**config.mk**
```make
export PLATFORM = sky130hd
export DESIGN_NAME = bf12_jobq
export DESIGN_NICKNAME = d
export VERILOG_FILES = /design/src/rtl/core/bf12_pkg.sv /design/src/rtl/core/bf12_jobq.sv
export SDC_FILE = /design/constraint.sdc
export NUM_CORES = 1
export LEC_CHECK = 0
export BUFFER_PORTS_ARGS = -buffer_cell sky130_fd_sc_hd__buf_4
export CAP_MARGIN = 20
export CORE_MARGIN = 4
export CORE_UTILIZATION = 47
export CTS_CLUSTER_DIAMETER = 100
export DETAILED_ROUTE_END_ITERATION = 10
export PLACE_DENSITY = 0.77
export SLEW_MARGIN = 25
export SYNTH_ARGS = -nofsm -noshare
export SYNTH_HDL_FRONTEND = slang
export SYNTH_SLANG_ARGS = --single-unit
```
**constraint.sdc**
```tcl
create_clock -name clk -period 3.7 [get_ports clk]
set_clock_uncertainty 0.2 [all_clocks]
set_input_delay 0.74 -clock clk [delete_from_list [all_inputs] [get_ports clk]]
set_output_delay 0.74 -clock clk [all_outputs]
set_load 0.02 [all_outputs]
```
**src/rtl/core/bf12_pkg.sv**
```systemverilog
`default_nettype none
package bf12_pkg;

	localparam int MAX_WIDTH        = 1024;
	localparam int MAX_RADIUS       = 4;
	localparam int RANGE_DEPTH      = 4096;
	localparam int WEIGHT_FRAC_BITS = 15;
	localparam int LS_ROWS          = 2 * MAX_RADIUS + 2;
	localparam int LS_DEPTH         = LS_ROWS * MAX_WIDTH;
	localparam int SP_DEPTH         = MAX_RADIUS + 1;

	localparam int PIX_W   = 12;
	localparam int ROW_W   = 12;
	localparam int COL_W   = $clog2(MAX_WIDTH);
	localparam int SLOT_W  = $clog2(LS_ROWS);
	localparam int RAD_W   = 3;
	localparam int CFGW_W  = 11;
	localparam int CFGH_W  = 13;
	localparam int WGT_W   = 16;
	localparam int TAPS    = (2 * MAX_RADIUS + 1) * (2 * MAX_RADIUS + 1);
	localparam int GS_W    = 2 * WGT_W - WEIGHT_FRAC_BITS;
	localparam int WT_W    = GS_W + WGT_W - WEIGHT_FRAC_BITS;
	localparam int DEN_W   = WT_W + $clog2(TAPS);
	localparam int NUM_W   = DEN_W + PIX_W;
	localparam int CNT_W   = $clog2(NUM_W);

	localparam logic [PIX_W-1:0]  PIX_MAX   = 12'd4095;
	localparam logic [CFGW_W-1:0] W_LIMIT   = 11'd1024;
	localparam logic [CFGH_W-1:0] H_LIMIT   = 13'd4096;
	localparam logic [RAD_W-1:0]  R_LIMIT   = 3'd4;

	typedef enum logic [1:0] {
		CMD_LOAD_RANGE   = 2'd0,
		CMD_LOAD_SPATIAL = 2'd1,
		CMD_PIXEL        = 2'd2,
		CMD_DRAIN        = 2'd3
	} cmd_t;

	localparam logic [1:0] REG_WIDTH  = 2'd0;
	localparam logic [1:0] REG_HEIGHT = 2'd1;
	localparam logic [1:0] REG_RADIUS = 2'd2;

	typedef struct packed {
		logic [ROW_W-1:0]  row;
		logic [COL_W-1:0]  col;
		logic [SLOT_W-1:0] slot;
		logic [CFGW_W-1:0] w;
		logic [CFGH_W-1:0] h;
		logic [RAD_W-1:0]  r;
		logic              last;
	} job_t;

	typedef struct packed {
		logic busy;
		logic pending;
	} back_stat_t;

endpackage
`default_nettype wire

```
**src/rtl/core/bf12_jobq.sv**
```systemverilog
`default_nettype none
module bf12_jobq
	import bf12_pkg::*;
(
	input  wire logic clk,
	input  wire logic arst_n,
	input  wire logic wr,
	input  wire job_t din,
	input  wire logic rd,
	output job_t      dout,
	output logic      not_empty
);
	job_t       ent_q [2];
	logic       wp_q, rp_q;
	logic [1:0] cnt_q;

	assign dout      = ent_q[rp_q];
	assign not_empty = cnt_q != 2'd0;

	always_ff @(posedge clk) begin
		if (wr) begin
			ent_q[wp_q] <= din;
		end
	end

	always_ff @(posedge clk or negedge arst_n) begin
		if (!arst_n) begin
			wp_q  <= 1'b0;
			rp_q  <= 1'b0;
			cnt_q <= 2'd0;
		end else begin
			if (wr) begin
				wp_q <= ~wp_q;
			end
			if (rd) begin
				rp_q <= ~rp_q;
			end
			cnt_q <= cnt_q + 2'(wr) - 2'(rd);
		end
	end
endmodule
`default_nettype wire

```
==> qor.tcl <==
set qor(timing.critical_path.buf_inv) 2
set qor(power-per-cell-area_mw_per_mm2) 751.5
set qor(clock-sinks) 112
set qor(yosysMostFrequentCell) {sky130_fd_sc_hd__edfxtp_1}
set qor(synth_edf_count) 108
set qor(synthesis.instances) 182
set qor(floorplan.die.height_microns) 104.1
set qor(synth_area_leaders) {sky130_fd_sc_hd__edfxtp_1 75%, sky130_fd_sc_hd__mux2_4 17%, sky130_fd_sc_hd__buf_12 2.3%}
set qor(ys_async_sr_fraction_pct) 3.571
set qor(criticalPathCategory) {flop to output port}
set qor(grt_first_pass_wirelength_microns) 11170
set qor(critical_path.max_fanout) 31
set qor(vias) 2050
set qor(synthesis.nets) 242
set qor(ctsRootBufferMaster) {sky130_fd_sc_hd__clkbuf_8}
set qor(yosysTopAreaCellShare_pct) 74.74
set qor(whs_endpoint) {ent_q[0][37]}
set qor(min_period_over_period_pct) 78.35
set qor(slew_violations) 0
set qor(timing.rr.end) {ent_q[1][39]}
set qor(min_path_cells) 1
set qor(synth_warn) 0
set qor(worstSetupStartpointType) {flop}
set qor(antenna_left) 0
set qor(synth_xor_xnor_area_share_pct) 0.9516
set qor(cap_viol_max_count) 0
set qor(vias_per_cell) 4.916
set qor(maximum_vdd_ir_drop_mv) 0.4033
set qor(hold_class) {primary input to flop}
set qor(slew_headroom_pct) 61.91
set qor(buffer_ports.inserted) 112
set qor(tritoncts.num_buffers) 9
set qor(antenna_cells_inserted) 0
set qor(initial_core_util_pct) 49.04
set qor(r2r_start) {wp_q}
set qor(grt-ovfl-total) 0
set qor(period_needed_ns) 2.899
set qor(grt_start_max_net_pins) 40
set qor(timing.critical_path.max_delay_family) {flip-flops}
set qor(post_synth.cell_area_avg_sq_um) 23.84
set qor(coreArea_sq_mm) 0.008848
set qor(worst_path_largest_cell_delay_ns) 0.81
set qor(htree_num_levels) 3
set qor(report.final.setup_viol) 0
set qor(worstPathCellList) {buf_12, mux2_4, buf_4}
set qor(hold_viol_final) 0
set qor(post_synth_mux_area_share_pct) 18.25
set qor(detail_route.wl_per_cell_microns) 16.97
set qor(drt_first_pass_iters) 5
set qor(area_of_the_mapped_netlist_sq_mm) 0.004339
set qor(commonest_cells_in_the_netlist) {108 x sky130_fd_sc_hd__edfxtp_1, 49 x sky130_fd_sc_hd__mux2_4, 5 x sky130_fd_sc_hd__buf_12, 5 x sky130_fd_sc_hd__mux2_2, 4 x sky130_fd_sc_hd__dfrtp_1}
set qor(yosys.cell_types.count) 13
set qor(synth-simple-area-share_pct) 0.4325
set qor(worstSkewPairLatency_ns) 0.35
set qor(crit_path_end_kind) {output port}
set qor(drt_iter0_drc) 77
set qor(run_status) {complete, no violations}
set qor(leakagePower_nw) 2.219
set qor(cp_arrival_ns) 1.96
set qor(wl_microns) 7075
set qor(postSynthRegisterBits) 112
set qor(fmax_mhz) 344.9
set qor(synth_adder_area_share_pct) 0.5767
set qor(worstPathRequired_ns) 2.76
set qor(die_width_microns) 104.1
set qor(sequential_element_share_of_the_synthesized_area_pct) 77.05
set qor(first_global_vias) 2210
set qor(leading_area_contributor_after_synthesis) {sky130_fd_sc_hd__edfxtp_1}
set qor(drcViolationCount) 0
set qor(timing.critical_path.slowest_stage_cell) {sky130_fd_sc_hd__dfrtp_4}
set qor(max_slew.worst_pin.slew_ns) 0.5714
set qor(cts_setup_buffers) 0
set qor(dominant_combinational_cell_family_by_area_after_synthesis) {multiplexers}
set qor(areaGrowthSynthToFinish_pct) 26.38
set qor(row_count) 34
set qor(layout.filler_cells) 649
set qor(final_layout_size_suffix_gt1_share_pct) 61.17
set qor(synth-compound-area-share_pct) 0
set qor(regToRegSetupSlack_ns) 1.86
set qor(place.gp.congestion) 0.6728
set qor(die_area_sq_mm) 0.01083
set qor(finalSetupTns_ns) 0
set qor(clock_slew_at_the_register_clock_pins_of_the_worst_setup_and_hold_paths_ns) 0.10
set qor(number_of_antenna_violations_at_the_first_check_in_global_routing) 0
set qor(rr_worst_depth) 2
set qor(cts_tree) {done}
set qor(num_io_pins) 113
set qor(design.final.nets) 364
set qor(hold_path_startpoint) {din[37]}
set qor(grt_setup_unrepaired) {false}
set qor(dominantRegCellSynth) {sky130_fd_sc_hd__edfxtp_1}
set qor(buffer_levels_on_the_longest_clock_path) 2
set qor(gr-usage-all-layers_pct) 13.51
set qor(layout.core_utilization_pct) 61.98
[cell type report]
cell class | count | area (sq um) | share of cell area [%]
Sequential cell | 112 | 3347 | 61.03
Multi-Input combinational cell | 62 | 885.9 | 16.15
Inverter | 2 | 7.507 | 0.1369
Clock buffer | 9 | 123.9 | 2.259
Timing Repair Buffer | 117 | 905.9 | 16.52
Clock inverter | 7 | 78.83 | 1.437
Tap cell | 108 | 135.1 | 2.464
[per-layer routing]
metal / vias up / global-route usage, % / part of all wire (%)
li1: 955 / - / -
met1: 998 / 15.63 / 41
met2: 85 / 22.47 / 49
met3: 12 / 5.028 / 8.1
met4: 0 / 6.078 / 2.0
met5: - / 0 / 0
[what timing repair did]
| action | 4_1_cts | 5_1_grt |
|---|---|---|
| endpoints found under the hold margin | 4 | 0 |
| hold buffers | 1 | 0 |
| gates resized for setup | 0 | 0 |
[per-stage QoR]
| step | power [mW] | std cells | setup slack [ns] | hold WS (ns) | area (sq um) |
|---|---|---|---|---|---|
| after CTS | 4.178 | 417 | 0.7446 | 0.3370 | 5484 |
| after detailed placement | 3.465 | 400 | 1.154 | 0.3393 | 5271 |
| after global placement | 3.434 | 400 | 1.169 | 0.3207 | 5271 |
| final | 4.121 | 417 | 0.8010 | 0.3563 | 5484 |
| after floorplan | 2.975 | 182 | 0.9091 | 0.2444 | 4342 |
| after global routing | 4.329 | 417 | 0.6948 | 0.3227 | 5484 |
[registers in the layout, indices dropped and copies added (netlist names)]
register / count
ent_q: 108
cnt_q: 2
rp_q: 1
wp_q: 1
[worst max-delay path by stage]
stage | from | endpoint | cells past startpoint
2_1_floorplan | wr | ent_q[0][0] | 1
3_3_place_gp | rp_q | dout[49] | 3
3_5_place_dp | rp_q | dout[33] | 3
4_1_cts | rp_q | dout[33] | 3
5_1_grt | rp_q | dout[33] | 3
6_report | rp_q | dout[33] | 3
[worst reg2reg max path: stages, from the launching register on]
cell and delay (ns):
sky130_fd_sc_hd__dfrtp_1 0.44, sky130_fd_sc_hd__and2_2 0.48, sky130_fd_sc_hd__buf_4 0.39
[cell usage in the layout, fill, tap and decap left out]
| cell | instances |
|---|---|
| sky130_fd_sc_hd__and2_2 | 1 |
| sky130_fd_sc_hd__buf_12 | 2 |
| sky130_fd_sc_hd__buf_4 | 114 |
| sky130_fd_sc_hd__bufinv_16 | 1 |
| sky130_fd_sc_hd__clkbuf_8 | 9 |
| sky130_fd_sc_hd__clkinv_1 | 1 |
| sky130_fd_sc_hd__clkinv_2 | 1 |
| sky130_fd_sc_hd__clkinv_4 | 2 |
| sky130_fd_sc_hd__dfrtp_1 | 3 |
| sky130_fd_sc_hd__dfrtp_4 | 1 |
| sky130_fd_sc_hd__dlygate4sd3_1 | 1 |
| sky130_fd_sc_hd__edfxtp_1 | 108 |
| sky130_fd_sc_hd__ha_1 | 2 |
| sky130_fd_sc_hd__inv_1 | 2 |
| sky130_fd_sc_hd__inv_8 | 2 |
| sky130_fd_sc_hd__mux2_2 | 5 |
| sky130_fd_sc_hd__mux2_4 | 49 |
| sky130_fd_sc_hd__nor2b_4 | 1 |
| sky130_fd_sc_hd__or2_2 | 1 |
| sky130_fd_sc_hd__xor2_1 | 2 |
| sky130_fd_sc_hd__xor3_1 | 1 |
[report_power, final]
part | leakage [nW] | switching (mW) | total, mW | internal [mW]
registers | 1.06 | 0.154 | 1.84 | 1.68
clock network | 0.105 | 0.397 | 0.718 | 0.321
logic | 1.06 | 0.737 | 1.56 | 0.827
total | 2.22 | 1.29 | 4.12 | 2.83
[kinds of logic after synthesis]
kind of cell	Yosys count
muxes	54
and+or+nand+nor	3
xor gates and xnor gates	3
buffers and inverters	8
DFF	112
adders and majority gates	2
(Power assumes the default switching activity.)
