$ cat config.mk
export PLATFORM = sky130hd
export DESIGN_NAME = bf12_front
export DESIGN_NICKNAME = d
export VERILOG_FILES = /design/src/rtl/core/bf12_pkg.sv /design/src/rtl/core/bf12_front.sv
export SDC_FILE = /design/constraint.sdc
export NUM_CORES = 1
export LEC_CHECK = 0
export BUFFER_PORTS_ARGS = -buffer_cell sky130_fd_sc_hd__buf_2
export CORE_MARGIN = 5
export CORE_UTILIZATION = 57
export CTS_CLUSTER_SIZE = 16
export DETAILED_ROUTE_END_ITERATION = 10
export PLACE_DENSITY_LB_ADDON = 0.12
export SLEW_MARGIN = 0
export SYNTH_ARGS = -nofsm -noshare
export SYNTH_HDL_FRONTEND = slang
export SYNTH_SLANG_ARGS = --single-unit
$ cat constraint.sdc
create_clock -name clk -period 7.8 [get_ports clk]
set_input_delay 0.39 -clock clk [delete_from_list [all_inputs] [get_ports clk]]
set_output_delay 0.39 -clock clk [all_outputs]
set_load 0.01 [all_outputs]
$ cat src/rtl/core/bf12_pkg.sv
`default_nettype none
package bf12_pkg;

	localparam int MAX_WIDTH        = 1024;
	localparam int MAX_RADIUS       = 4;
	localparam int RANGE_DEPTH      = 4096;
	localparam int WEIGHT_FRAC_BITS = 15;
	localparam int LS_ROWS          = 2 * MAX_RADIUS + 2;
	localparam int LS_DEPTH         = LS_ROWS * MAX_WIDTH;
	localparam int SP_DEPTH         = MAX_RADIUS + 1;

	localparam int PIX_W   = 12;
	localparam int ROW_W   = 12;
	localparam int COL_W   = $clog2(MAX_WIDTH);
	localparam int SLOT_W  = $clog2(LS_ROWS);
	localparam int RAD_W   = 3;
	localparam int CFGW_W  = 11;
	localparam int CFGH_W  = 13;
	localparam int WGT_W   = 16;
	localparam int TAPS    = (2 * MAX_RADIUS + 1) * (2 * MAX_RADIUS + 1);
	localparam int GS_W    = 2 * WGT_W - WEIGHT_FRAC_BITS;
	localparam int WT_W    = GS_W + WGT_W - WEIGHT_FRAC_BITS;
	localparam int DEN_W   = WT_W + $clog2(TAPS);
	localparam int NUM_W   = DEN_W + PIX_W;
	localparam int CNT_W   = $clog2(NUM_W);

	localparam logic [PIX_W-1:0]  PIX_MAX   = 12'd4095;
	localparam logic [CFGW_W-1:0] W_LIMIT   = 11'd1024;
	localparam logic [CFGH_W-1:0] H_LIMIT   = 13'd4096;
	localparam logic [RAD_W-1:0]  R_LIMIT   = 3'd4;

	typedef enum logic [1:0] {
		CMD_LOAD_RANGE   = 2'd0,
		CMD_LOAD_SPATIAL = 2'd1,
		CMD_PIXEL        = 2'd2,
		CMD_DRAIN        = 2'd3
	} cmd_t;

	localparam logic [1:0] REG_WIDTH  = 2'd0;
	localparam logic [1:0] REG_HEIGHT = 2'd1;
	localparam logic [1:0] REG_RADIUS = 2'd2;

	typedef struct packed {
		logic [ROW_W-1:0]  row;
		logic [COL_W-1:0]  col;
		logic [SLOT_W-1:0] slot;
		logic [CFGW_W-1:0] w;
		logic [CFGH_W-1:0] h;
		logic [RAD_W-1:0]  r;
		logic              last;
	} job_t;

	typedef struct packed {
		logic busy;
		logic pending;
	} back_stat_t;

endpackage
`default_nettype wire

$ cat src/rtl/core/bf12_front.sv
`default_nettype none
module bf12_front
	import bf12_pkg::*;
(
	input  wire logic                      clk,
	input  wire logic                      arst_n,
	input  wire logic                      push,
	output logic                           full,
	input  wire logic [1:0]                command,
	input  wire logic [11:0]               table_index,
	input  wire logic [WGT_W-1:0]          weight,
	input  wire logic [PIX_W-1:0]          pixel,
	input  wire logic                      cfg_valid,
	output logic                           cfg_ready,
	input  wire logic [1:0]                cfg_index,
	input  wire logic [12:0]               cfg_data,
	input  wire back_stat_t                stat,
	output logic                           rw_we,
	output logic [$clog2(RANGE_DEPTH)-1:0] rw_waddr,
	output logic                           sp_we,
	output logic [$clog2(SP_DEPTH)-1:0]    sp_waddr,
	output logic [WGT_W-1:0]               wt_wdata,
	output logic                           ls_we,
	output logic [$clog2(LS_DEPTH)-1:0]    ls_waddr,
	output logic [PIX_W-1:0]               ls_wdata,
	output logic                           job_push,
	output job_t                           job
);
	logic [CFGW_W-1:0] width_q;
	logic [CFGH_W-1:0] height_q;
	logic [RAD_W-1:0]  radius_q;
	logic [ROW_W-1:0]  in_row_q, emit_row_q;
	logic [COL_W-1:0]  in_col_q, emit_col_q;
	logic [SLOT_W-1:0] in_slot_q, emit_slot_q;
	logic              done_q;

	logic [CFGW_W-1:0] w_eff;
	logic [CFGH_W-1:0] h_eff, need_r;
	logic [RAD_W-1:0]  r_eff;
	logic [CFGW_W-1:0] need_c;
	logic              accept, pix_take, ready, in_last, emit_last, cfg_hit;
	cmd_t              cmd;

	assign cfg_ready = 1'b1;
	assign cfg_hit   = cfg_valid && (cfg_index == REG_WIDTH || cfg_index == REG_HEIGHT ||
		cfg_index == REG_RADIUS);
	assign full      = stat.busy || stat.pending;
	assign accept    = push && !full;
	assign cmd       = cmd_t'(command);

	always_comb begin
		w_eff = width_q;
		if (width_q == '0) w_eff = CFGW_W'(1);
		if (width_q > W_LIMIT) w_eff = W_LIMIT;
		h_eff = height_q;
		if (height_q == '0) h_eff = CFGH_W'(1);
		if (height_q > H_LIMIT) h_eff = H_LIMIT;
		r_eff = radius_q > R_LIMIT ? R_LIMIT : radius_q;

		need_r = CFGH_W'(emit_row_q) + CFGH_W'(r_eff);
		if (need_r > h_eff - 1'b1) need_r = h_eff - 1'b1;
		need_c = CFGW_W'(emit_col_q) + CFGW_W'(r_eff);
		if (need_c > w_eff - 1'b1) need_c = w_eff - 1'b1;

		ready     = (CFGH_W'(in_row_q) > need_r) ||
			(CFGH_W'(in_row_q) == need_r && CFGW_W'(in_col_q) >= need_c);
		in_last   = CFGH_W'(in_row_q) == h_eff - 1'b1 && CFGW_W'(in_col_q) == w_eff - 1'b1;
		emit_last = CFGH_W'(emit_row_q) == h_eff - 1'b1 &&
			CFGW_W'(emit_col_q) == w_eff - 1'b1;
	end

	assign pix_take = accept && cmd == CMD_PIXEL && !done_q;
	assign job_push = (pix_take && ready) || (accept && cmd == CMD_DRAIN && done_q);

	assign rw_we    = accept && cmd == CMD_LOAD_RANGE;
	assign rw_waddr = table_index;
	assign sp_we    = accept && cmd == CMD_LOAD_SPATIAL && table_index <= 12'(MAX_RADIUS);
	assign sp_waddr = table_index[$clog2(SP_DEPTH)-1:0];
	assign wt_wdata = weight;
	assign ls_we    = pix_take;
	assign ls_waddr = {in_slot_q, in_col_q};
	assign ls_wdata = pixel;

	assign job.row  = emit_row_q;
	assign job.col  = emit_col_q;
	assign job.slot = emit_slot_q;
	assign job.w    = w_eff;
	assign job.h    = h_eff;
	assign job.r    = r_eff;
	assign job.last = emit_last;

	always_ff @(posedge clk or negedge arst_n) begin
		if (!arst_n) begin
			width_q     <= W_LIMIT;
			height_q    <= 13'd1024;
			radius_q    <= 3'd2;
			in_row_q    <= '0;
			in_col_q    <= '0;
			in_slot_q   <= '0;
			emit_row_q  <= '0;
			emit_col_q  <= '0;
			emit_slot_q <= '0;
			done_q      <= 1'b0;
		end else if (cfg_hit) begin
			case (cfg_index)
				REG_WIDTH:  width_q  <= cfg_data[CFGW_W-1:0];
				REG_HEIGHT: height_q <= cfg_data;
				default:    radius_q <= cfg_data[RAD_W-1:0];
			endcase
			in_row_q    <= '0;
			in_col_q    <= '0;
			in_slot_q   <= '0;
			emit_row_q  <= '0;
			emit_col_q  <= '0;
			emit_slot_q <= '0;
			done_q      <= 1'b0;
		end else if (job_push && emit_last) begin
			in_row_q    <= '0;
			in_col_q    <= '0;
			in_slot_q   <= '0;
			emit_row_q  <= '0;
			emit_col_q  <= '0;
			emit_slot_q <= '0;
			done_q      <= 1'b0;
		end else begin
			if (pix_take) begin
				if (in_last) begin
					done_q <= 1'b1;
				end else if (CFGW_W'(in_col_q) == w_eff - 1'b1) begin
					in_col_q  <= '0;
					in_row_q  <= in_row_q + 1'b1;
					in_slot_q <= in_slot_q == SLOT_W'(LS_ROWS - 1) ? '0 : in_slot_q + 1'b1;
				end else begin
					in_col_q <= in_col_q + 1'b1;
				end
			end
			if (job_push) begin
				if (CFGW_W'(emit_col_q) == w_eff - 1'b1) begin
					emit_col_q  <= '0;
					emit_row_q  <= emit_row_q + 1'b1;
					emit_slot_q <= emit_slot_q == SLOT_W'(LS_ROWS - 1) ? '0 :
						emit_slot_q + 1'b1;
				end else begin
					emit_col_q <= emit_col_q + 1'b1;
				end
			end
		end
	end
endmodule
`default_nettype wire

==> impl_metrics.yaml <==
worst_setup_path:
  crit_path_top_delay_cell: "or4_4"
  crit_path_max_fanout: 19
  crit_path_end: "emit_row_q[6]"
  cpPeakStageDelay_ps: 580
  required_ps: 8080
  cpMostUsedCell: "nand2_1"
  reg2reg_to: "emit_row_q[6]"
  r2r-start: "height_q[9]"
  ff2ff_setup_slack_ps: 440
  crit_buf_inv: 5
  crit_family: "simple AND/OR/NAND/NOR gates"
  startpoint_type: "flip-flop"
  crit_type: "flip-flop to flip-flop"
  reg2regPathDepth: 29
  cp_data_arrival_time_ps: 7640
  cp-startpoint: "height_q[9]"
  critPathCaptureType: "flip-flop"
  cp.depth: 29
layout:
  layout_common_cells: "buf_2 (121), nand2_1 (87), nor2_1 (79)"
  final_layout_size_suffix_gt1_share_pct: 20.62
  post-route-util_pct: 62.51
  nFillCells: 1414
  n_antenna_cell: 0
  syn2layout_area_growth_pct: 8.385
  layout.nets: 1257
  final_common_cell: "buf_2"
clock_network:
  clk_path_buf_depth: 2
  cts_tree: "yes"
  clockRootBuffer: "clkbuf_16"
  cts_post_setup_buffers_inserted: 0
  cts.clk_slew.worst_paths_ps: 70
  cts_made_buffers: 9
  worstSkewPairLatency_ps: 350
  cts.sinks: 80
  cts-htree-levels: 3
synthesis:
  syn_avg_cell_area_sq_um: 7.983
  syn_inst: 1086
  ys_ff_latch: 80
  syn-num-nets: 1213
  synth_cell_types: 91
  synth_warnings: 0
  yosys_most_used_dff: "dfrtp_1"
  synthArstFlopShare_pct: 100.0
  synth_area_sq_um: 8670
  synth_edf_count: 0
  ys_seq_area_share_pct: 23.13
floorplanning:
  rows: 45
  core_sq_um: 15030
  initial_core_util_pct: 57.67
  die_x_um: 133.3
  io_pins: 180
  die_y_um: 133.3
  die_area_sq_um: 17780
timing:
  fin_ws_ps: 441.6
  hold_viol_final: 0
  rsz0062_at_grt: "false"
  slew_headroom_pct: 36.42
  fin_hold_ws_ps: 271.6
  period_minus_slack_ps: 7358
  finalSetupTns_ps: 0
  fin_crit_sh_pct: 94.34
  skew_ps: 9.758
  setup_violations: 0
  slew_violations: 0
  fmax_mhz: 135.9
  worst_slew_pin_slew_ps: 949.5
route:
  drt_iter0_drc: 996
  drc_errors: 0
  num_vias: 8503
  wirelength_mm: 27.04
  drtAntennaViolNets: 0
  wire_per_inst_um: 20.44
  via_per_inst: 6.427
  dr.pass1.iters: 5
status:
  outcome: "finished clean"
worst_hold_path:
  min_path_type: "primary input to flip-flop"
global_routing:
  grt_pass1_vias: 7893
  grtUsageTotal_pct: 30.21
  antenna_found_initial: 0
  grt_pass1_wl_mm: 43.34
  grt_max_degree: 65
  overflow: 0
pwr:
  peakVddDrop_mv: 0.1069
  power.density_nw_per_um2: 177.0
  p_leak_nw: 4.199
placement:
  hpwl_mm: 20.81
  port_buffers: 122
  gp_routability_congestion: 0.9992
  dp_slack_ps: 276.1
run:
  maxCapViolCount: 0
==> state kept, by name, indices dropped and copies added (netlist names), 4 cells and up <==
signal	count
emit_col_q	10
emit_slot_q	4
in_col_q	10
in_slot_q	4
in_row_q	12
emit_row_q	12
height_q	13
width_q	11
==> how the worst min path moves through the flow <==
stage / startpoint / to / slack, ps / cells after the start
final: cfg_data[11] / height_q[11] / 270 / 2
after global routing: cfg_data[11] / height_q[11] / 280 / 2
after CTS: cfg_data[11] / height_q[11] / 270 / 2
after detailed placement: arst_n / in_slot_q[2] / 280 / 1
after global placement: arst_n / in_slot_q[2] / 270 / 1
after floorplan: arst_n / done_q / 90 / 0
==> synthesized netlist by cell type (5+ instances only) <==
cell type / count / area [sq um]
nand3_1: 42 / 210.2
buf_4: 46 / 345.3
buf_2: 11 / 55.05
and3_1: 9 / 56.30
nand4_1: 29 / 181.4
clkbuf_1: 57 / 214.0
and2_1: 12 / 75.07
nand2b_1: 10 / 62.56
mux2_2: 25 / 281.5
a21o_1: 12 / 90.09
o31ai_1: 12 / 90.09
o21ai_1: 5 / 25.02
nand3b_1: 5 / 37.54
nand2_1: 87 / 326.6
or4_1: 13 / 97.59
o21ai_0: 64 / 320.3
nor3_1: 28 / 140.1
ha_1: 62 / 775.7
inv_1: 49 / 183.9
a21oi_1: 53 / 265.3
nor4_1: 18 / 112.6
o211a_1: 5 / 50.05
o21a_1: 6 / 45.04
a31oi_1: 8 / 50.05
nor2b_1: 23 / 143.9
or3_1: 15 / 93.84
xor2_1: 23 / 201.4
nor2_1: 79 / 296.5
mux2i_1: 7 / 70.07
or2_2: 12 / 75.07
o2111ai_1: 7 / 61.31
dfrtp_1: 77 / 1927
a211oi_1: 10 / 75.07
o211ai_1: 10 / 75.07
xnor2_1: 38 / 332.8
a2111oi_0: 6 / 52.55
==> logic make-up after synthesis <==
logic type | Yosys count | share of synthesized area (%)
xor gates and xnor gates | 63 | 6.682
buffers and inverters | 170 | 9.771
and+or+nand+nor | 414 | 25.95
DFF | 80 | 23.13
adders and majority gates | 64 | 9.410
other | 1 | 0.04325
muxes | 32 | 4.055
AOI/OAI and AO/OA | 262 | 20.96
==> worst reg2reg max path: cells and delay by family, from the launching register on <==
kind / cells / cell delay [ps]
AO/OA/AOI/OAI: 9 / 1870
AND/OR/NAND/NOR: 12 / 3070
adder cells (fa/ha/maj): 3 / 940
flip-flops: 1 / 500
buffers and inverters: 5 / 920
==> stage by stage <==
stage	std cells	area, sq um	power [mW]
global route	1323	9397	1.752
floorplan	1086	8670	1.010
finish	1323	9397	1.664
detailed placement	1306	9085	1.219
CTS	1323	9379	1.644
global placement	1306	9085	1.218
==> report_power, final <==
group          internal (mW)  switching (mW)  total [mW]
logic                  0.291           0.449       0.739
registers              0.445          0.0526       0.498
clock network          0.227           0.199       0.427
total                  0.963           0.700        1.66
==> routing by layer <==
layer	part of all wire [%]	wire, um	GRT usage (%)
met4	2.3	616	9.086
met2	42	11460	44.02
met5	0	0	0
met1	47	12630	45.75
met3	8.6	2335	4.985
==> area by class of cell <==
type	count	area, sq um	share of cell area (%)
Multi-Input combinational cell	836	5834	62.09
Clock inverter	5	41.29	0.4394
Clock buffer	11	242.7	2.583
Inverter	51	196.4	2.091
Tap cell	188	235.2	2.503
Timing Repair Buffer	152	840.8	8.948
Sequential cell	80	2006	21.34
==> repair_timing <==
item | 4_1_cts | 5_1_grt
hold buffers | 1 | 0
endpoints found under the hold margin | 16 | 0
gates resized for setup | 0 | 5
endpoints found under the setup margin | 0 | 10
No activity file was read; power rests on OpenSTA's default activity.
