**src/rtl/core/bf12_pkg.sv**
```systemverilog
`default_nettype none
package bf12_pkg;

	localparam int MAX_WIDTH        = 1024;
	localparam int MAX_RADIUS       = 4;
	localparam int RANGE_DEPTH      = 4096;
	localparam int WEIGHT_FRAC_BITS = 15;
	localparam int LS_ROWS          = 2 * MAX_RADIUS + 2;
	localparam int LS_DEPTH         = LS_ROWS * MAX_WIDTH;
	localparam int SP_DEPTH         = MAX_RADIUS + 1;

	localparam int PIX_W   = 12;
	localparam int ROW_W   = 12;
	localparam int COL_W   = $clog2(MAX_WIDTH);
	localparam int SLOT_W  = $clog2(LS_ROWS);
	localparam int RAD_W   = 3;
	localparam int CFGW_W  = 11;
	localparam int CFGH_W  = 13;
	localparam int WGT_W   = 16;
	localparam int TAPS    = (2 * MAX_RADIUS + 1) * (2 * MAX_RADIUS + 1);
	localparam int GS_W    = 2 * WGT_W - WEIGHT_FRAC_BITS;
	localparam int WT_W    = GS_W + WGT_W - WEIGHT_FRAC_BITS;
	localparam int DEN_W   = WT_W + $clog2(TAPS);
	localparam int NUM_W   = DEN_W + PIX_W;
	localparam int CNT_W   = $clog2(NUM_W);

	localparam logic [PIX_W-1:0]  PIX_MAX   = 12'd4095;
	localparam logic [CFGW_W-1:0] W_LIMIT   = 11'd1024;
	localparam logic [CFGH_W-1:0] H_LIMIT   = 13'd4096;
	localparam logic [RAD_W-1:0]  R_LIMIT   = 3'd4;

	typedef enum logic [1:0] {
		CMD_LOAD_RANGE   = 2'd0,
		CMD_LOAD_SPATIAL = 2'd1,
		CMD_PIXEL        = 2'd2,
		CMD_DRAIN        = 2'd3
	} cmd_t;

	localparam logic [1:0] REG_WIDTH  = 2'd0;
	localparam logic [1:0] REG_HEIGHT = 2'd1;
	localparam logic [1:0] REG_RADIUS = 2'd2;

	typedef struct packed {
		logic [ROW_W-1:0]  row;
		logic [COL_W-1:0]  col;
		logic [SLOT_W-1:0] slot;
		logic [CFGW_W-1:0] w;
		logic [CFGH_W-1:0] h;
		logic [RAD_W-1:0]  r;
		logic              last;
	} job_t;

	typedef struct packed {
		logic busy;
		logic pending;
	} back_stat_t;

endpackage
`default_nettype wire

```
**src/rtl/core/bf12_back.sv**
```systemverilog
`default_nettype none
module bf12_back
	import bf12_pkg::*;
(
	input  wire logic                      clk,
	input  wire logic                      arst_n,
	input  wire logic                      job_valid,
	input  wire job_t                      job,
	output logic                           job_pop,
	output logic                           busy,
	output logic [$clog2(LS_DEPTH)-1:0]    ls_raddr,
	input  wire logic [PIX_W-1:0]          ls_rdata,
	output logic [$clog2(SP_DEPTH)-1:0]    sp_raddr_a,
	input  wire logic [WGT_W-1:0]          sp_rdata_a,
	output logic [$clog2(SP_DEPTH)-1:0]    sp_raddr_b,
	input  wire logic [WGT_W-1:0]          sp_rdata_b,
	output logic [$clog2(RANGE_DEPTH)-1:0] rw_raddr,
	input  wire logic [WGT_W-1:0]          rw_rdata,
	input  wire logic                      pop,
	output logic                           empty,
	output logic [PIX_W-1:0]               out_pixel,
	output logic [ROW_W-1:0]               out_row,
	output logic [9:0]                     out_col,
	output logic                           frame_last
);
	typedef enum logic [5:0] {
		ST_IDLE   = 6'b000001,
		ST_CENTRE = 6'b000010,
		ST_TAPS   = 6'b000100,
		ST_FLUSH  = 6'b001000,
		ST_DIVIDE = 6'b010000,
		ST_FINISH = 6'b100000
	} state_t;

	state_t            state_q;
	job_t              job_q;
	logic              first_q;
	logic signed [4:0] k_q, l_q;
	logic [SLOT_W-1:0] slotk_q;
	logic [PIX_W-1:0]  centre_q;

	logic              v_s1, ok_s1, v_s2, ok_s2, v_s3, v_s4;
	logic [GS_W-1:0]   gs_s2;
	logic [PIX_W-1:0]  pix_s2, pix_s3;
	logic [WT_W-1:0]   wt_s3, wt_s4;
	logic [PIX_W+WT_W-1:0] pw_s4;

	logic [NUM_W-1:0]  num_q;
	logic [DEN_W-1:0]  den_q;
	logic [DEN_W:0]    rem_q;
	logic [CNT_W-1:0]  div_cnt_q;
	logic              den_zero_q;
	logic              out_valid_q;

	logic signed [13:0] y;
	logic signed [11:0] x;
	logic               in_img, last_tap, load_out;
	logic signed [4:0]  r_s, ak, al;
	logic [PIX_W-1:0]   centre, diff;
	logic [2*WGT_W-1:0] gs_full;
	logic [GS_W+WGT_W-1:0] wt_full;
	logic [DEN_W:0]     trial;
	logic [SLOT_W-1:0]  slot_start;

	assign busy    = state_q != ST_IDLE;
	assign job_pop = state_q == ST_IDLE && job_valid;
	assign empty   = !out_valid_q;
	assign load_out = state_q == ST_FINISH && (!out_valid_q || pop);

	always_comb begin
		r_s      = 5'(job_q.r);
		y        = $signed({2'b00, job_q.row}) + 14'(k_q);
		x        = $signed({2'b00, job_q.col}) + 12'(l_q);
		in_img   = y >= 0 && y < $signed({1'b0, job_q.h}) &&
			x >= 0 && x < $signed({1'b0, job_q.w});
		last_tap = k_q == r_s && l_q == r_s;
		ak       = k_q < 0 ? -k_q : k_q;
		al       = l_q < 0 ? -l_q : l_q;
		ls_raddr = state_q == ST_CENTRE ? {job_q.slot, job_q.col} :
			{slotk_q, x[COL_W-1:0]};
		sp_raddr_a = ak[$clog2(SP_DEPTH)-1:0];
		sp_raddr_b = al[$clog2(SP_DEPTH)-1:0];
		// first tap cycle still holds the centre read
		centre   = first_q ? ls_rdata : centre_q;
		diff     = ls_rdata >= centre ? ls_rdata - centre : centre - ls_rdata;
		rw_raddr = diff;
		gs_full  = sp_rdata_a * sp_rdata_b;
		wt_full  = gs_s2 * rw_rdata;
		trial    = {rem_q[DEN_W-1:0], num_q[NUM_W-1]};
		slot_start = job_q.slot >= SLOT_W'(job_q.r) ? job_q.slot - SLOT_W'(job_q.r) :
			job_q.slot + SLOT_W'(LS_ROWS) - SLOT_W'(job_q.r);
	end

	always_ff @(posedge clk) begin
		if (job_pop) begin
			job_q <= job;
		end
		if (first_q) begin
			centre_q <= ls_rdata;
		end
		gs_s2  <= gs_full[2*WGT_W-1:WEIGHT_FRAC_BITS];
		pix_s2 <= ls_rdata;
		// taps outside the image may land on lines never written
		pix_s3 <= ok_s2 ? pix_s2 : '0;
		wt_s3  <= ok_s2 ? wt_full[GS_W+WGT_W-1:WEIGHT_FRAC_BITS] : '0;
		wt_s4  <= wt_s3;
		pw_s4  <= pix_s3 * wt_s3;
		if (load_out) begin
			out_row    <= job_q.row;
			out_col    <= 10'(job_q.col);
			frame_last <= job_q.last;
			if (den_zero_q) begin
				out_pixel <= '0;
			end else if (num_q > NUM_W'(PIX_MAX)) begin
				out_pixel <= PIX_MAX;
			end else begin
				out_pixel <= num_q[PIX_W-1:0];
			end
		end
	end

	always_ff @(posedge clk or negedge arst_n) begin
		if (!arst_n) begin
			state_q     <= ST_IDLE;
			first_q     <= 1'b0;
			k_q         <= '0;
			l_q         <= '0;
			slotk_q     <= '0;
			v_s1        <= 1'b0;
			ok_s1       <= 1'b0;
			v_s2        <= 1'b0;
			ok_s2       <= 1'b0;
			v_s3        <= 1'b0;
			v_s4        <= 1'b0;
			num_q       <= '0;
			den_q       <= '0;
			rem_q       <= '0;
			div_cnt_q   <= '0;
			den_zero_q  <= 1'b0;
			out_valid_q <= 1'b0;
		end else begin
			first_q <= 1'b0;
			v_s1    <= 1'b0;
			ok_s1   <= 1'b0;
			v_s2    <= v_s1;
			ok_s2   <= ok_s1;
			v_s3    <= v_s2;
			v_s4    <= v_s3;
			if (v_s4) begin
				num_q <= num_q + NUM_W'(pw_s4);
				den_q <= den_q + DEN_W'(wt_s4);
			end
			if (pop && out_valid_q) begin
				out_valid_q <= 1'b0;
			end
			case (state_q)
				ST_IDLE: begin
					if (job_valid) begin
						state_q <= ST_CENTRE;
					end
				end
				ST_CENTRE: begin
					k_q     <= -5'(job_q.r);
					l_q     <= -5'(job_q.r);
					slotk_q <= slot_start;
					num_q   <= '0;
					den_q   <= '0;
					first_q <= 1'b1;
					state_q <= ST_TAPS;
				end
				ST_TAPS: begin
					v_s1  <= 1'b1;
					ok_s1 <= in_img;
					if (last_tap) begin
						state_q <= ST_FLUSH;
					end else if (l_q == r_s) begin
						l_q     <= -r_s;
						k_q     <= k_q + 5'sd1;
						slotk_q <= slotk_q == SLOT_W'(LS_ROWS - 1) ? '0 : slotk_q + 1'b1;
					end else begin
						l_q <= l_q + 5'sd1;
					end
				end
				ST_FLUSH: begin
					if (!v_s1 && !v_s2 && !v_s3 && !v_s4) begin
						rem_q      <= '0;
						div_cnt_q  <= CNT_W'(NUM_W - 1);
						den_zero_q <= den_q == '0;
						state_q    <= ST_DIVIDE;
					end
				end
				ST_DIVIDE: begin
					// restoring division, one quotient bit per cycle
					if (trial >= {1'b0, den_q}) begin
						rem_q <= trial - {1'b0, den_q};
						num_q <= {num_q[NUM_W-2:0], 1'b1};
					end else begin
						rem_q <= trial;
						num_q <= {num_q[NUM_W-2:0], 1'b0};
					end
					if (div_cnt_q == '0) begin
						state_q <= ST_FINISH;
					end else begin
						div_cnt_q <= div_cnt_q - 1'b1;
					end
				end
				ST_FINISH: begin
					if (load_out) begin
						out_valid_q <= 1'b1;
						state_q     <= ST_IDLE;
					end
				end
				default: state_q <= ST_IDLE;
			endcase
		end
	end

`ifndef SYNTHESIS
	a_idle_pipe_empty: assert property (@(posedge clk) disable iff (!arst_n)
		state_q == ST_IDLE |-> !(v_s1 || v_s2 || v_s3 || v_s4))
		else $error("tap pipeline busy while idle");
	a_finish_loads: assert property (@(posedge clk) disable iff (!arst_n)
		load_out |=> out_valid_q && state_q == ST_IDLE)
		else $error("finished result not loaded");
	a_rem_bound: assert property (@(posedge clk) disable iff (!arst_n)
		(state_q == ST_DIVIDE && !den_zero_q) |-> rem_q < {1'b0, den_q})
		else $error("divider remainder out of range");
	a_no_pop_busy: assert property (@(posedge clk) disable iff (!arst_n)
		job_pop |=> state_q == ST_CENTRE)
		else $error("job taken without starting");
`endif
endmodule
`default_nettype wire

```
**config.mk**
```make
export PLATFORM = sky130hd
export DESIGN_NAME = bf12_back
export DESIGN_NICKNAME = d
export VERILOG_FILES = /design/src/rtl/core/bf12_pkg.sv /design/src/rtl/core/bf12_back.sv
export SDC_FILE = /design/constraint.sdc
export NUM_CORES = 2
export LEC_CHECK = 0
export ABC_CLOCK_PERIOD_IN_PS = 6500
export BUFFER_PORTS_ARGS = -buffer_cell sky130_fd_sc_hd__buf_2
export CAP_MARGIN = 5
export CORE_UTILIZATION = 66
export CTS_BUF_LIST = sky130_fd_sc_hd__clkbuf_2
export DETAILED_ROUTE_END_ITERATION = 10
export PLACE_DENSITY_LB_ADDON = 0.15
export SLEW_MARGIN = 20
export SYNTH_ARGS = -nofsm -noshare
export SYNTH_HDL_FRONTEND = slang
export SYNTH_SLANG_ARGS = --single-unit
```
**constraint.sdc**
```tcl
create_clock -name clk -period 6.5 [get_ports clk]
set_input_delay 0.65 -clock clk [delete_from_list [all_inputs] [get_ports clk]]
set_output_delay 0.65 -clock clk [all_outputs]
set_load 0.01 [all_outputs]
```
==> run metrics <==
Initial Util=66.8%; Worst setup EP type=flop; RSZ-0062 raised after global routing=no; most common cell type on the critical path=fa_1; design area=44900 um2; Synth Instances=4505; Max Transition Viols Final=0; synthesized cell area=41200 um2; Unique masters post-synth=98; syn avg cell area=9.16 um2; most common cell after layout, fill and taps aside=inv_1; largest net degree at the start of global routing=70; CP max-delay cell=fa_1; root buf cell=clkbuf_2; CTS sink cnt=330; max_slew headroom=31.1%; biggest area consumer among synthesized cells=fa_1; port bufs=187; DRC=0; clk buf depth=3; die height=252 um; Max Fclk=164 MHz; drt total wl=95900 um; final setup vio count=0; most frequent cells in the layout=785 x inv_1, 596 x nand2_1, 569 x fa_1; initial drt markers=1951; status=completed; Post-synth EDFFs=89; via density per instance=5.60; HP Class=in -> reg; CP top delay family=adder cells; Worst Path Class, Setup=reg -> reg; routability cong.=0.927; sequential element share of the synthesized area=19.7%; Top FF cell, synth=dfrtp_1; vias in the first global route=32800; Vias=32000; Die ar.=63500 um2; reg2reg setup slack=0.39 ns; post-synth top area share=27.6%; post-detail-place hpwl=74500 um; CP Cell Sequence=buf_4, and2_1, fa_1, inv_1, fa_1, fa_1, fa_1, inv_1, fa_1, inv_1, fa_1, inv_1, ha_1, and4_1, and4_1, a21oi_1, a31oi_1, o21a_1, o2111ai_1, a21boi_1, o21a_1, nor3_1; H-tree Lvls=3; gr ovfl total=0; clk_lat worst skew=1.12 ns; crit start category=flop; Fin Clk Skew=0.0971 ns; fin nets=5905; core area=61700 um2; number of routed nets with antenna violations=0; DRT Pass-1 Iters=6; ys async rst share=37.0%; Die X=252 um; first-pass GRT wire length=160000 um; Yosys reg bits=330; placed standard-cell area=43400 um2; crit path DAT=7.07 ns; top post-synthesis cells by area=fa_1 28%, ha_1 13%, dfrtp_1 7.3%; CTS tree=done; final hold vios=0; WP buf/inv=5; area grow syn2layout=8.93%; CTS Buf Count=90; CP peak stage delay=0.56 ns; FP Rows=91; WP data required=7.46 ns; Final Cycle Share=93.9%; share of cells above drive strength 1=9.75%; Yosys Warn Count=0; Tot GR Track Use=31.1%; initial antenna violation count=3; Max-Cap Viols=0; post-synth net total=5619; clock slew at reported path FFs=0.13 ns; Worst Tran Pin Value=1.03 ns; drt wl/cell=16.8 um; Crit Path Max Fanout=11; fin crit period=6.11 ns; Top Ports=188
worst paths after layout:
check,to,depth (start not counted),start
worst min-delay path,job_q[18],2,job[18]
worst max-delay path,wt_s3[13],22,gs_s2[3]
worst min register to register,v_s3,0,v_s2
max in group asynchronous,num_q[11],4,arst_n
worst max register to register,wt_s3[13],22,gs_s2[3]
min in group asynchronous,num_q[19],3,arst_n
kinds of logic (layout without fill, tap and decap cells):
family | count (synthesis) | count (layout) | synth area share, %
other | 0 | 3 | 0
flip-flops | 330 | 330 | 19.7
multiplexers | 73 | 73 | 1.79
AO/OA/AOI/OAI | 624 | 624 | 9.71
buffers and inverters | 948 | 1307 | 8.69
AND/OR/NAND/NOR | 1382 | 1382 | 16.4
adder cells (fa/ha/maj) | 996 | 996 | 40.6
XOR/XNOR | 152 | 152 | 3.23
timing repair:
item | 4_1_cts | 5_1_grt
setup endpoints to repair | 0 | 11
hold endpoints to repair | 135 | 0
buffers inserted | 0 | 0
gates resized for setup | 0 | 7
hold buffers | 71 | 0
area by class of cell:
class                      instances  area (um2)
antenna                            3        7.51
clock buffer                     127         636
clock inverter                    38         209
fill                            4753       16800
inverter                         787        2950
multi-input combinational       3227       29600
sequential                       330        8120
tap                              837        1050
timing repair buffer             355        2380
flip-flops by register name, summed over array words and instances (netlist names), 10 cells and up:
register / count
rem_q: 25
pix_s3: 12
pix_s2: 12
out_col: 10
out_pixel: 12
pw_s4: 30
centre_q: 12
num_q: 37
wt_s3: 18
gs_s2: 17
out_row: 12
wt_s4: 18
den_q: 25
job_q: 54
cells in the mapped netlist (12+ instances only):
library cell  number
inv_1            785
nand2_1          596
fa_1             569
ha_1             427
and2_1           352
a21oi_1          170
o21ai_0          166
clkbuf_1         147
nor2_1           141
dfrtp_1          121
dfxtp_1          119
xnor2_1          105
edfxtp_1          89
mux2i_1           68
nor3_1            62
a21o_1            52
xor2_1            47
nand3_1           43
nor2b_1           32
nand4_1           29
nand2b_1          28
o21a_1            27
o21bai_1          21
a211oi_1          20
nor4_1            20
a31oi_1           18
and3_1            17
o211ai_1          14
o21ai_1           14
or3_1             14
nand3b_1          13
o2111ai_1         12
stage by stage:
stage,utilization (%),TNS [ns],instances,setup WS (ns),hold WS (ns)
2_1_floorplan,-,0,4505,0.145,0.331
3_3_place_gp,70.3,0,5465,0.0763,0.361
3_5_place_dp,70.3,-0.0627,5465,-0.0319,0.368
4_1_cts,72.8,0,5701,0.105,0.113
5_1_grt,72.8,0,5704,0.0100,0.135
6_report,72.8,0,5704,0.394,0.239
routing by layer:
| layer | vias to the layer above | global-route usage (%) | part of all wire [%] |
|---|---|---|---|
| met5 | - | 0 | 0 |
| met3 | 206 | 5.43 | 7.1 |
| met4 | 0 | 9.75 | 2.6 |
| li1 | 15100 | - | - |
| met1 | 15600 | 41.1 | 42 |
| met2 | 1128 | 52.2 | 48 |
Power is left out: the tool's default activity adds up to more than one toggle a clock period on the data nets, which glitch-free logic cannot reach.
